[src/design/lgnc_pkg.sv]
// lgnc_pkg: shared types and constants for the line grid node classifier
// no dependencies; imported by line_grid_node_classifier
`default_nettype none

package lgnc_pkg;

    localparam int SENSOR_BITS_DEF = 10;
    localparam int LEVEL_BITS      = 10;
    localparam int STEP_BITS       = 16;
    localparam int COUNT_BITS      = 16;
    localparam int CFG_IDX_BITS    = 3;
    localparam int CFG_DATA_BITS   = 16;
    localparam int DIR_BITS        = 4;

    localparam logic [COUNT_BITS-1:0] COUNT_MAX = '1;

    // direction mask bit positions
    localparam int DIR_UP_BIT    = 0;
    localparam int DIR_RIGHT_BIT = 1;
    localparam int DIR_DOWN_BIT  = 2;
    localparam int DIR_LEFT_BIT  = 3;

    typedef enum logic [CFG_IDX_BITS-1:0] {
        CFG_WHITE_LEVEL        = 3'd0,
        CFG_BLACK_LEVEL        = 3'd1,
        CFG_CENTER_DISTANCE    = 3'd2,
        CFG_CROSSING_LEVEL     = 3'd3,
        CFG_BACK_WINDOW_END    = 3'd4,
        CFG_FRONT_WINDOW_START = 3'd5
    } t_cfg_idx;

    localparam logic [LEVEL_BITS-1:0] WHITE_LEVEL_RST        = 10'd600;
    localparam logic [LEVEL_BITS-1:0] BLACK_LEVEL_RST        = 10'd300;
    localparam logic [STEP_BITS-1:0]  CENTER_DISTANCE_RST    = 16'd100;
    localparam logic [LEVEL_BITS-1:0] CROSSING_LEVEL_RST     = 10'd400;
    localparam logic [STEP_BITS-1:0]  BACK_WINDOW_END_RST    = 16'd40;
    localparam logic [STEP_BITS-1:0]  FRONT_WINDOW_START_RST = 16'd60;

endpackage

`default_nettype wire

[src/design/line_grid_node_classifier.sv]
// line_grid_node_classifier: input register, one stage of classify logic, result register
// each item passes the input register; its result is held in the result register
// throughput: one item per cycle unless stalled; accumulators update at most once per item
// reset: synchronous active-low; clears valids, detection state, accumulators, and
// restores the threshold registers to their defaults
// depends on lgnc_pkg
`default_nettype none

module line_grid_node_classifier #(
    parameter int SENSOR_BITS = lgnc_pkg::SENSOR_BITS_DEF
) (
    input  wire logic                              i_clk,
    input  wire logic                              i_rst_n,
    // configuration write port
    input  wire logic                              i_cfg_we,
    input  wire logic [lgnc_pkg::CFG_IDX_BITS-1:0] i_cfg_idx,
    input  wire logic [lgnc_pkg::CFG_DATA_BITS-1:0] i_cfg_data,
    // input channel
    input  wire logic                              i_in_valid,
    output logic                                   o_in_ready,
    input  wire logic                              i_enabled,
    input  wire logic                              i_returning,
    input  wire logic                              i_abort,
    input  wire logic [SENSOR_BITS-1:0]            i_sense_left,
    input  wire logic [SENSOR_BITS-1:0]            i_sense_middle,
    input  wire logic [SENSOR_BITS-1:0]            i_sense_right,
    input  wire logic [lgnc_pkg::STEP_BITS-1:0]    i_wheel_steps_left,
    input  wire logic [lgnc_pkg::STEP_BITS-1:0]    i_wheel_steps_right,
    // result channel
    output logic                                   o_out_valid,
    input  wire logic                              i_out_ready,
    output logic                                   o_acted,
    output logic                                   o_started,
    output logic                                   o_finished,
    output logic                                   o_finished_returning,
    output logic [lgnc_pkg::DIR_BITS-1:0]          o_direction_mask
);
    import lgnc_pkg::*;

    localparam int SUM_W  = SENSOR_BITS + COUNT_BITS;
    localparam int PROD_W = LEVEL_BITS + COUNT_BITS;
    localparam int CMPS_W = (SUM_W > PROD_W) ? SUM_W : PROD_W;
    localparam int CMPL_W = (SENSOR_BITS > LEVEL_BITS) ? SENSOR_BITS : LEVEL_BITS;

    // configuration
    logic [LEVEL_BITS-1:0] r_white_level, r_black_level, r_crossing_level;
    logic [STEP_BITS-1:0]  r_center_distance, r_back_window_end, r_front_window_start;

    // input register
    logic                   r_in_vld;
    logic                   r_enabled, r_returning, r_abort;
    logic [SENSOR_BITS-1:0] r_sl, r_sm, r_sr;
    logic [STEP_BITS-1:0]   r_wl, r_wr;

    // detection state
    logic                  r_detecting, n_detecting;
    logic [STEP_BITS-1:0]  r_start_l, r_start_r, n_start_l, n_start_r;
    logic [SUM_W-1:0]      r_sum_bl, r_sum_br, r_sum_fl, r_sum_fr;
    logic [SUM_W-1:0]      n_sum_bl, n_sum_br, n_sum_fl, n_sum_fr;
    logic [COUNT_BITS-1:0] r_cnt_back, r_cnt_front, n_cnt_back, n_cnt_front;

    // result register
    logic                r_out_vld;
    logic                r_acted, r_started, r_finished, r_fin_ret;
    logic [DIR_BITS-1:0] r_mask;
    logic                n_acted, n_started, n_finished, n_fin_ret;
    logic [DIR_BITS-1:0] n_mask;

    logic adv;

    assign adv        = r_in_vld && (!r_out_vld || i_out_ready);
    assign o_in_ready = !r_in_vld || adv;

    // classify logic
    logic                  det_eff, white_seen, at_center, in_back, in_front, black_seen;
    logic [STEP_BITS-1:0]  dl, dr;
    logic [PROD_W-1:0]     prod_back, prod_front;
    logic                  cross_bl, cross_br, cross_fl, cross_fr;

    assign det_eff    = r_detecting && !r_abort;
    assign white_seen = CMPL_W'(r_sm) > CMPL_W'(r_white_level);
    assign black_seen = (CMPL_W'(r_sl) < CMPL_W'(r_black_level)) ||
                        (CMPL_W'(r_sm) < CMPL_W'(r_black_level)) ||
                        (CMPL_W'(r_sr) < CMPL_W'(r_black_level));
    assign dl         = r_wl - r_start_l;
    assign dr         = r_wr - r_start_r;
    assign at_center  = (dl >= r_center_distance) && (dr >= r_center_distance);
    assign in_back    = (dl < r_back_window_end) && (dr < r_back_window_end);
    assign in_front   = (dl > r_front_window_start) && (dr > r_front_window_start);

    assign prod_back  = PROD_W'(r_crossing_level) * PROD_W'(r_cnt_back);
    assign prod_front = PROD_W'(r_crossing_level) * PROD_W'(r_cnt_front);
    // zero count gives zero product, so an empty window never reports a crossing
    assign cross_bl   = CMPS_W'(r_sum_bl) < CMPS_W'(prod_back);
    assign cross_br   = CMPS_W'(r_sum_br) < CMPS_W'(prod_back);
    assign cross_fl   = CMPS_W'(r_sum_fl) < CMPS_W'(prod_front);
    assign cross_fr   = CMPS_W'(r_sum_fr) < CMPS_W'(prod_front);

    always_comb begin
        n_detecting = det_eff;
        n_start_l   = r_start_l;
        n_start_r   = r_start_r;
        n_sum_bl    = r_sum_bl;
        n_sum_br    = r_sum_br;
        n_sum_fl    = r_sum_fl;
        n_sum_fr    = r_sum_fr;
        n_cnt_back  = r_cnt_back;
        n_cnt_front = r_cnt_front;
        n_acted     = 1'b0;
        n_started   = 1'b0;
        n_finished  = 1'b0;
        n_fin_ret   = 1'b0;
        n_mask      = '0;
        if (r_enabled) begin
            if (!det_eff) begin
                if (white_seen) begin
                    n_sum_bl    = '0;
                    n_sum_br    = '0;
                    n_sum_fl    = '0;
                    n_sum_fr    = '0;
                    n_cnt_back  = '0;
                    n_cnt_front = '0;
                    n_start_l   = r_wl;
                    n_start_r   = r_wr;
                    n_detecting = 1'b1;
                    n_acted     = 1'b1;
                    n_started   = 1'b1;
                end
            end else if (at_center) begin
                n_mask[DIR_DOWN_BIT]  = 1'b1;
                n_mask[DIR_UP_BIT]    = black_seen;
                n_mask[DIR_LEFT_BIT]  = cross_bl || cross_fl;
                n_mask[DIR_RIGHT_BIT] = cross_br || cross_fr;
                n_finished  = 1'b1;
                n_fin_ret   = r_returning;
                n_detecting = 1'b0;
                n_acted     = 1'b1;
            end else if (white_seen) begin
                // saturated windows drop further samples
                if (in_back) begin
                    if (r_cnt_back != COUNT_MAX) begin
                        n_sum_bl   = r_sum_bl + SUM_W'(r_sl);
                        n_sum_br   = r_sum_br + SUM_W'(r_sr);
                        n_cnt_back = r_cnt_back + COUNT_BITS'(1);
                    end
                end else if (in_front) begin
                    if (r_cnt_front != COUNT_MAX) begin
                        n_sum_fl    = r_sum_fl + SUM_W'(r_sl);
                        n_sum_fr    = r_sum_fr + SUM_W'(r_sr);
                        n_cnt_front = r_cnt_front + COUNT_BITS'(1);
                    end
                end
                n_acted = 1'b1;
            end
        end
    end

    // configuration registers
    always_ff @(posedge i_clk) begin
        if (!i_rst_n) begin
            r_white_level        <= WHITE_LEVEL_RST;
            r_black_level        <= BLACK_LEVEL_RST;
            r_center_distance    <= CENTER_DISTANCE_RST;
            r_crossing_level     <= CROSSING_LEVEL_RST;
            r_back_window_end    <= BACK_WINDOW_END_RST;
            r_front_window_start <= FRONT_WINDOW_START_RST;
        end else if (i_cfg_we) begin
            case (i_cfg_idx)
                CFG_WHITE_LEVEL:        r_white_level        <= i_cfg_data[LEVEL_BITS-1:0];
                CFG_BLACK_LEVEL:        r_black_level        <= i_cfg_data[LEVEL_BITS-1:0];
                CFG_CENTER_DISTANCE:    r_center_distance    <= i_cfg_data[STEP_BITS-1:0];
                CFG_CROSSING_LEVEL:     r_crossing_level     <= i_cfg_data[LEVEL_BITS-1:0];
                CFG_BACK_WINDOW_END:    r_back_window_end    <= i_cfg_data[STEP_BITS-1:0];
                CFG_FRONT_WINDOW_START: r_front_window_start <= i_cfg_data[STEP_BITS-1:0];
                default: ;
            endcase
        end
    end

    // input register
    always_ff @(posedge i_clk) begin
        if (!i_rst_n) begin
            r_in_vld <= 1'b0;
        end else if (o_in_ready) begin
            r_in_vld <= i_in_valid;
        end
        if (i_in_valid && o_in_ready) begin
            r_enabled   <= i_enabled;
            r_returning <= i_returning;
            r_abort     <= i_abort;
            r_sl        <= i_sense_left;
            r_sm        <= i_sense_middle;
            r_sr        <= i_sense_right;
            r_wl        <= i_wheel_steps_left;
            r_wr        <= i_wheel_steps_right;
        end
    end

    // detection state, advances once per item leaving the input register
    always_ff @(posedge i_clk) begin
        if (!i_rst_n) begin
            r_detecting <= 1'b0;
            r_start_l   <= '0;
            r_start_r   <= '0;
            r_sum_bl    <= '0;
            r_sum_br    <= '0;
            r_sum_fl    <= '0;
            r_sum_fr    <= '0;
            r_cnt_back  <= '0;
            r_cnt_front <= '0;
        end else if (adv) begin
            r_detecting <= n_detecting;
            r_start_l   <= n_start_l;
            r_start_r   <= n_start_r;
            r_sum_bl    <= n_sum_bl;
            r_sum_br    <= n_sum_br;
            r_sum_fl    <= n_sum_fl;
            r_sum_fr    <= n_sum_fr;
            r_cnt_back  <= n_cnt_back;
            r_cnt_front <= n_cnt_front;
        end
    end

    // result register
    always_ff @(posedge i_clk) begin
        if (!i_rst_n) begin
            r_out_vld <= 1'b0;
        end else if (adv) begin
            r_out_vld <= 1'b1;
        end else if (i_out_ready) begin
            r_out_vld <= 1'b0;
        end
        if (adv) begin
            r_acted   <= n_acted;
            r_started <= n_started;
            r_finished <= n_finished;
            r_fin_ret <= n_fin_ret;
            r_mask    <= n_mask;
        end
    end

    assign o_out_valid          = r_out_vld;
    assign o_acted              = r_acted;
    assign o_started            = r_started;
    assign o_finished           = r_finished;
    assign o_finished_returning = r_fin_ret;
    assign o_direction_mask     = r_mask;

endmodule

`default_nettype wire
[config.mk]
export PLATFORM = sky130hd
export DESIGN_NAME = line_grid_node_classifier
export DESIGN_NICKNAME = d
export VERILOG_FILES = /design/src/design/lgnc_pkg.sv /design/src/design/line_grid_node_classifier.sv
export SDC_FILE = /design/constraint.sdc
export NUM_CORES = 2
export LEC_CHECK = 0
export BUFFER_PORTS_ARGS = -buffer_cell sky130_fd_sc_hd__buf_2
export CORE_ASPECT_RATIO = 1.1
export CORE_MARGIN = 3
export CORE_UTILIZATION = 50
export CTS_BUF_LIST = sky130_fd_sc_hd__clkbuf_8
export DETAILED_ROUTE_END_ITERATION = 6
export PLACE_DENSITY = 0.73
export SLEW_MARGIN = 20
export SYNTH_ARGS = -nofsm -noshare
export SYNTH_HDL_FRONTEND = slang
export SYNTH_SLANG_ARGS = --single-unit
export TNS_END_PERCENT = 1
[constraint.sdc]
create_clock -name i_clk -period 18.92 [get_ports i_clk]
set_input_delay 3.784 -clock i_clk [delete_from_list [all_inputs] [get_ports i_clk]]
set_output_delay 3.784 -clock i_clk [all_outputs]
set_load 0.01 [all_outputs]
Yosys cells after proc, flatten, opt, wreduce, memory -nomap -nowiden
Cells that the tools add are included.
- flip-flop bits (word level): 322
- output and inout port bits: 10
- input bits: 89
- logic and storage cells: 146
- muxes and demuxes: 45
- magnitude comparators: 14
- equality and inequality tests: 13
- bitwise logic cells: 2
- add/subtract/negate cells: 8
- multipliers: 2
- reduce and logical (&&, ||, !) cells: 31
- operators with widths (kind ; count):
    $mux W26 ; 23
    $mux W16 ; 12
    $add A26 B10 Y26 ; 4
    $lt A26 B26 Y1 ; 4
    $mul A10 B16 Y26 ; 2
    $add A16 B1 Y16 const B ; 2
    $ge A16 B16 Y1 ; 2
    $gt A16 B16 Y1 ; 2
    $lt A16 B16 Y1 ; 2
    $ne A16 B16 Y1 const B ; 2
    $sub A16 B16 Y16 ; 2
    $lt A10 B10 Y1 ; 3
    $reduce_and A2 Y1 ; 7
    $gt A10 B10 Y1 ; 1
    $mux W1 ; 9
    $ne A2 B1 Y1 const B ; 4
    $reduce_and A8 Y1 ; 1
    $reduce_and A7 Y1 ; 1
    $eq A3 B2 Y1 const B ; 2
    $eq A3 B3 Y1 const B ; 2
    $logic_and A1 B1 Y1 ; 6
    $logic_or A1 B1 Y1 ; 6
    $reduce_bool A2 Y1 ; 3
    $ne A2 B2 Y1 const B ; 2
    8 further kinds ; 11

Depth between registers and ports, before layout
- depth after elaboration: 8
- mapped depth: 34
- mapped depth without buffers: 33

Least setup slack after synthesis
OpenSTA, ideal clock, no wires.
- kind: input -> output
- start point: in i_out_ready
- end point: out o_in_ready
- stages: 2
- arrival: 4144 ps
- data required time: 15136 ps
- buffers on the path: 0
- slack: 10992 ps
- cells stage by stage: nor2b_1 > nand2_1
- cells in the longest elaborated chain, start to end: 3
- RTL lines (element ; RTL line ; RTL):
    from (decl) ; line_grid_node_classifier.sv:31 ; input wire logic i_out_ready,
    $logic_or A1 B1 Y1 ; line_grid_node_classifier.sv:71 ; assign adv = r_in_vld && (!r_out_vld || i_out_ready);
    $logic_and A1 B1 Y1 ; line_grid_node_classifier.sv:71 ;
    $logic_or A1 B1 Y1 ; line_grid_node_classifier.sv:72 ; assign o_in_ready = !r_in_vld || adv;
    to (decl) ; line_grid_node_classifier.sv:20 ; output logic o_in_ready,
Every way passes these cells.

Final worst setup path
Ends and elaborated chain as after synthesis.

==> metrics.md <==
| Metric | Value |
|---|---|
| Crit path capture type | `primary output` |
| Max-slew headroom | `22.91%` |
| CP bufs+invs | `2` |
| Synth Net Count | `4,132` |
| Worst Skew | `0.04378 ns` |
| Synth area leaders | `ha_1 (17%), dfxtp_1 (16%), fa_1 (15%)` |
| CP dominant cell by count | `buf_2` |
| Multi-input logic area | `20,950 um^2` |
| Synthesized cell area | `30,220 um^2` |
| Post-synthesis sequential area ratio | `23.65%` |
| Overall power | `1.611 mW` |
| Cells after Synth | `3,408` |
| Cell taking the most area after synthesis | `ha_1` |
| Adder-cell area share of the yosys netlist | `32.30%` |
| Tcrit/Tclk final | `43.33%` |
| Main synth FF type | `dfxtp_1` |
| CTS Root Cell | `clkbuf_8` |
| Wire per inst | `17.47 um` |
| Max-cap viol count | `0` |
| Final GP Congestion | `0.9184` |
| Vias in the first global route | `23,682` |
| Synth top cells by count | `inv_1 (427), ha_1 (409), nand2_1 (403), dfxtp_1 (249), fa_1 (226)` |
| First-pass GRT wire length | `123,500 um` |
| Setup Crit Path Kind | `input pin to primary output` |
| Drc violations | `0` |
| Gr ovfl total | `0` |
| Post-synthesis compound-gate area fraction | `13.31%` |
| Peak supply drop | `93.68 uV` |
| Hpwl dp | `56,600 um` |
| CP max-delay cell | `nor2b_1` |
| DR vias/cell | `5.531` |
| CTS Hold Bufs | `0` |
| Unrepaired setup endpoints after global routing | `no` |
| Final worst setup slack | `10.72 ns` |
| Initial Utilization | `51.03%` |
| Sink Count | `321` |
| Die Wd | `240.4 um` |
| Gr usage total | `23.95%` |
| Crit path time final | `8.198 ns` |
| CP Max Fanout | `5` |
| Die height | `263.9 um` |
| Total die area | `63,430 um^2` |
| Kind of cell adding the most delay to the critical path | `simple AND/OR/NAND/NOR gates` |
| Top-area cell type share of the netlist area | `16.93%` |
| DRT antenna net count | `0` |
| Synth Area in XOR/XNOR | `4.960%` |
| Fraction of registers with async set/reset | `0%` |
| Layout cell share with drive strength beyond 1 | `6.481%` |
| Starting DRC count in detailed routing | `1,618` |
| Hold Crit Class | `flip-flop to flip-flop` |
| CTS buffer count | `55` |
| Clock slew at reported path FFs | `0.06 ns` |
| CTS H-tree lvls | `2` |
| Largest family of logic cells by synthesized area | `adder cells` |
| I/O pin total | `99` |
| Core area | `59,230 um^2` |
| Worst slew pin tran | `1.147 ns` |
| EDFF count, synth | `72` |
| Startpoint types | `input pin` |
| Syn. warnings | `0` |
| Slew Limit Fails | `0` |
| Port buffer count | `98` |
| Crit-path cells | `buf_2, nor2b_1, nand2_1, buf_2` |
| Register area | `7147 um^2` |
| CP Data Arrival Time | `4.41 ns` |
| Setup violations, final | `0` |
| Leak | `14.78 nW` |
| Worst-Skew Late Latency | `0.67 ns` |
| Most common cell in the netlist | `inv_1` |
| Mux contribution to synthesized area | `1.093%` |
| Min Hold Slack | `0.4646 ns` |
| Outcome | `complete, no violations` |
| Post-CTS Setup Bufs | `0` |
| Slowest cell delay on critical path | `0.28 ns` |
| CTS resizes | `0` |
| CTS tree | `done` |
| Post-Synth Simple-Gate Area | `17.52%` |
| Area Overhead vs Synth | `7.469%` |
| Average cell area after synthesis | `8.868 um^2` |
| Core Util, Final | `54.84%` |
| FP Rows | `93` |
| DR pass1 iterations | `6` |
| Initial antenna violation count | `2` |
| Count of final hold-check violations | `0` |
| Final WL | `74,220 um` |
| Worst path required time | `15.14 ns` |
| Routed via count | `23,503` |
| Worst slack, placed | `10.72 ns` |
| Post-synthesis register bit count | `321` |
| CTS Buffer Depth | `3` |
| Sum Neg Setup Slack | `0 ns` |
| Power per cell area | `49.59 nW/um^2` |
| Distinct cells, synth | `81` |
| Nets@finish | `4,169` |
| Fill count | `5,288` |
| Fmax | `0.1220 GHz` |
| Largest net degree at the start of global routing | `81` |
==> path summary, 6_finish.rpt <==
check,from,end,slack (ns),cells past startpoint
max,i_out_ready,o_in_ready,10.72,4
min,r_black_level[7]$_SDFFE_PN0P_,r_black_level[7]$_SDFFE_PN0P_,0.46,2
max reg2reg,r_crossing_level[7]$_SDFFE_PN1P_,o_direction_mask[1]$_SDFFCE_PN0P_,10.81,32
min reg2reg,r_black_level[7]$_SDFFE_PN0P_,r_black_level[7]$_SDFFE_PN0P_,0.46,2
==> cell families (layout without fill, tap and decap cells) <==
logic type | after synthesis | after routing
buf+inv | 568 | 647
compound gates | 607 | 607
fa+ha+maj | 647 | 647
other cells | 0 | 2
flops | 321 | 321
simple gates | 1063 | 1063
xor+xnor | 169 | 169
mux | 33 | 33
==> layer usage <==
layer	vias up	part of all wire [%]	GRT usage [%]
met5	-	0	0
met3	149	5.2	3.247
met2	588	46	38.74
met4	0	3.8	9.165
li1	11455	-	-
met1	11311	45	32.59
==> placed cells by master (no fill, tap or decap), types with 72 or more instances in the layout <==
master / n
a21boi_0: 88
a21o_1: 85
a21oi_1: 179
and2_1: 164
buf_2: 97
dfxtp_1: 249
edfxtp_1: 72
fa_1: 226
ha_1: 409
inv_1: 446
nand2_1: 403
nor2_1: 126
nor2b_1: 73
o21ai_0: 86
xnor2_1: 113
==> worst min-delay path: stages, from the launching register on <==
cell and delay (ns):
dfxtp_1 0.31, nand2_1 0.05, a21boi_0 0.06
==> layout make-up <==
cell class / instances / share of cell area (%)
Multi-Input combinational cell: 2519 / 64.50
Tap cell: 760 / 2.928
Clock buffer: 63 / 2.670
Timing Repair Buffer: 121 / 2.049
Clock inverter: 36 / 0.8976
Antenna cell: 2 / 0.01541
Inverter: 427 / 4.935
Sequential cell: 321 / 22.00
==> power by group <==
| part | leakage (nW) | switching (mW) | internal [mW] | total [mW] |
|---|---|---|---|---|
| Combinational | 11.4 | 0.119 | 0.0823 | 0.201 |
| Clock | 0.666 | 0.304 | 0.373 | 0.677 |
| Sequential | 2.71 | 0.0158 | 0.717 | 0.733 |
==> through the flow <==
step / area [um^2] / cells
after floorplan: 30220 / 3408
after global placement: 31320 / 4148
after detailed placement: 31320 / 4148
after CTS: 32470 / 4247
after global routing: 32480 / 4249
final: 32480 / 4249
==> state kept, by name, summed over array words and instances, names as in the netlist, 16 cells and up <==
register              cells
r_sum_bl                 26
r_sum_fr                 26
r_back_window_end        16
r_sum_br                 26
r_wr                     16
r_sum_fl                 26
r_front_window_start     16
r_start_r                16
r_center_distance        16
r_wl                     16
r_cnt_front              16
r_start_l                16
r_cnt_back               16
Power figures use the tool's default switching activity.
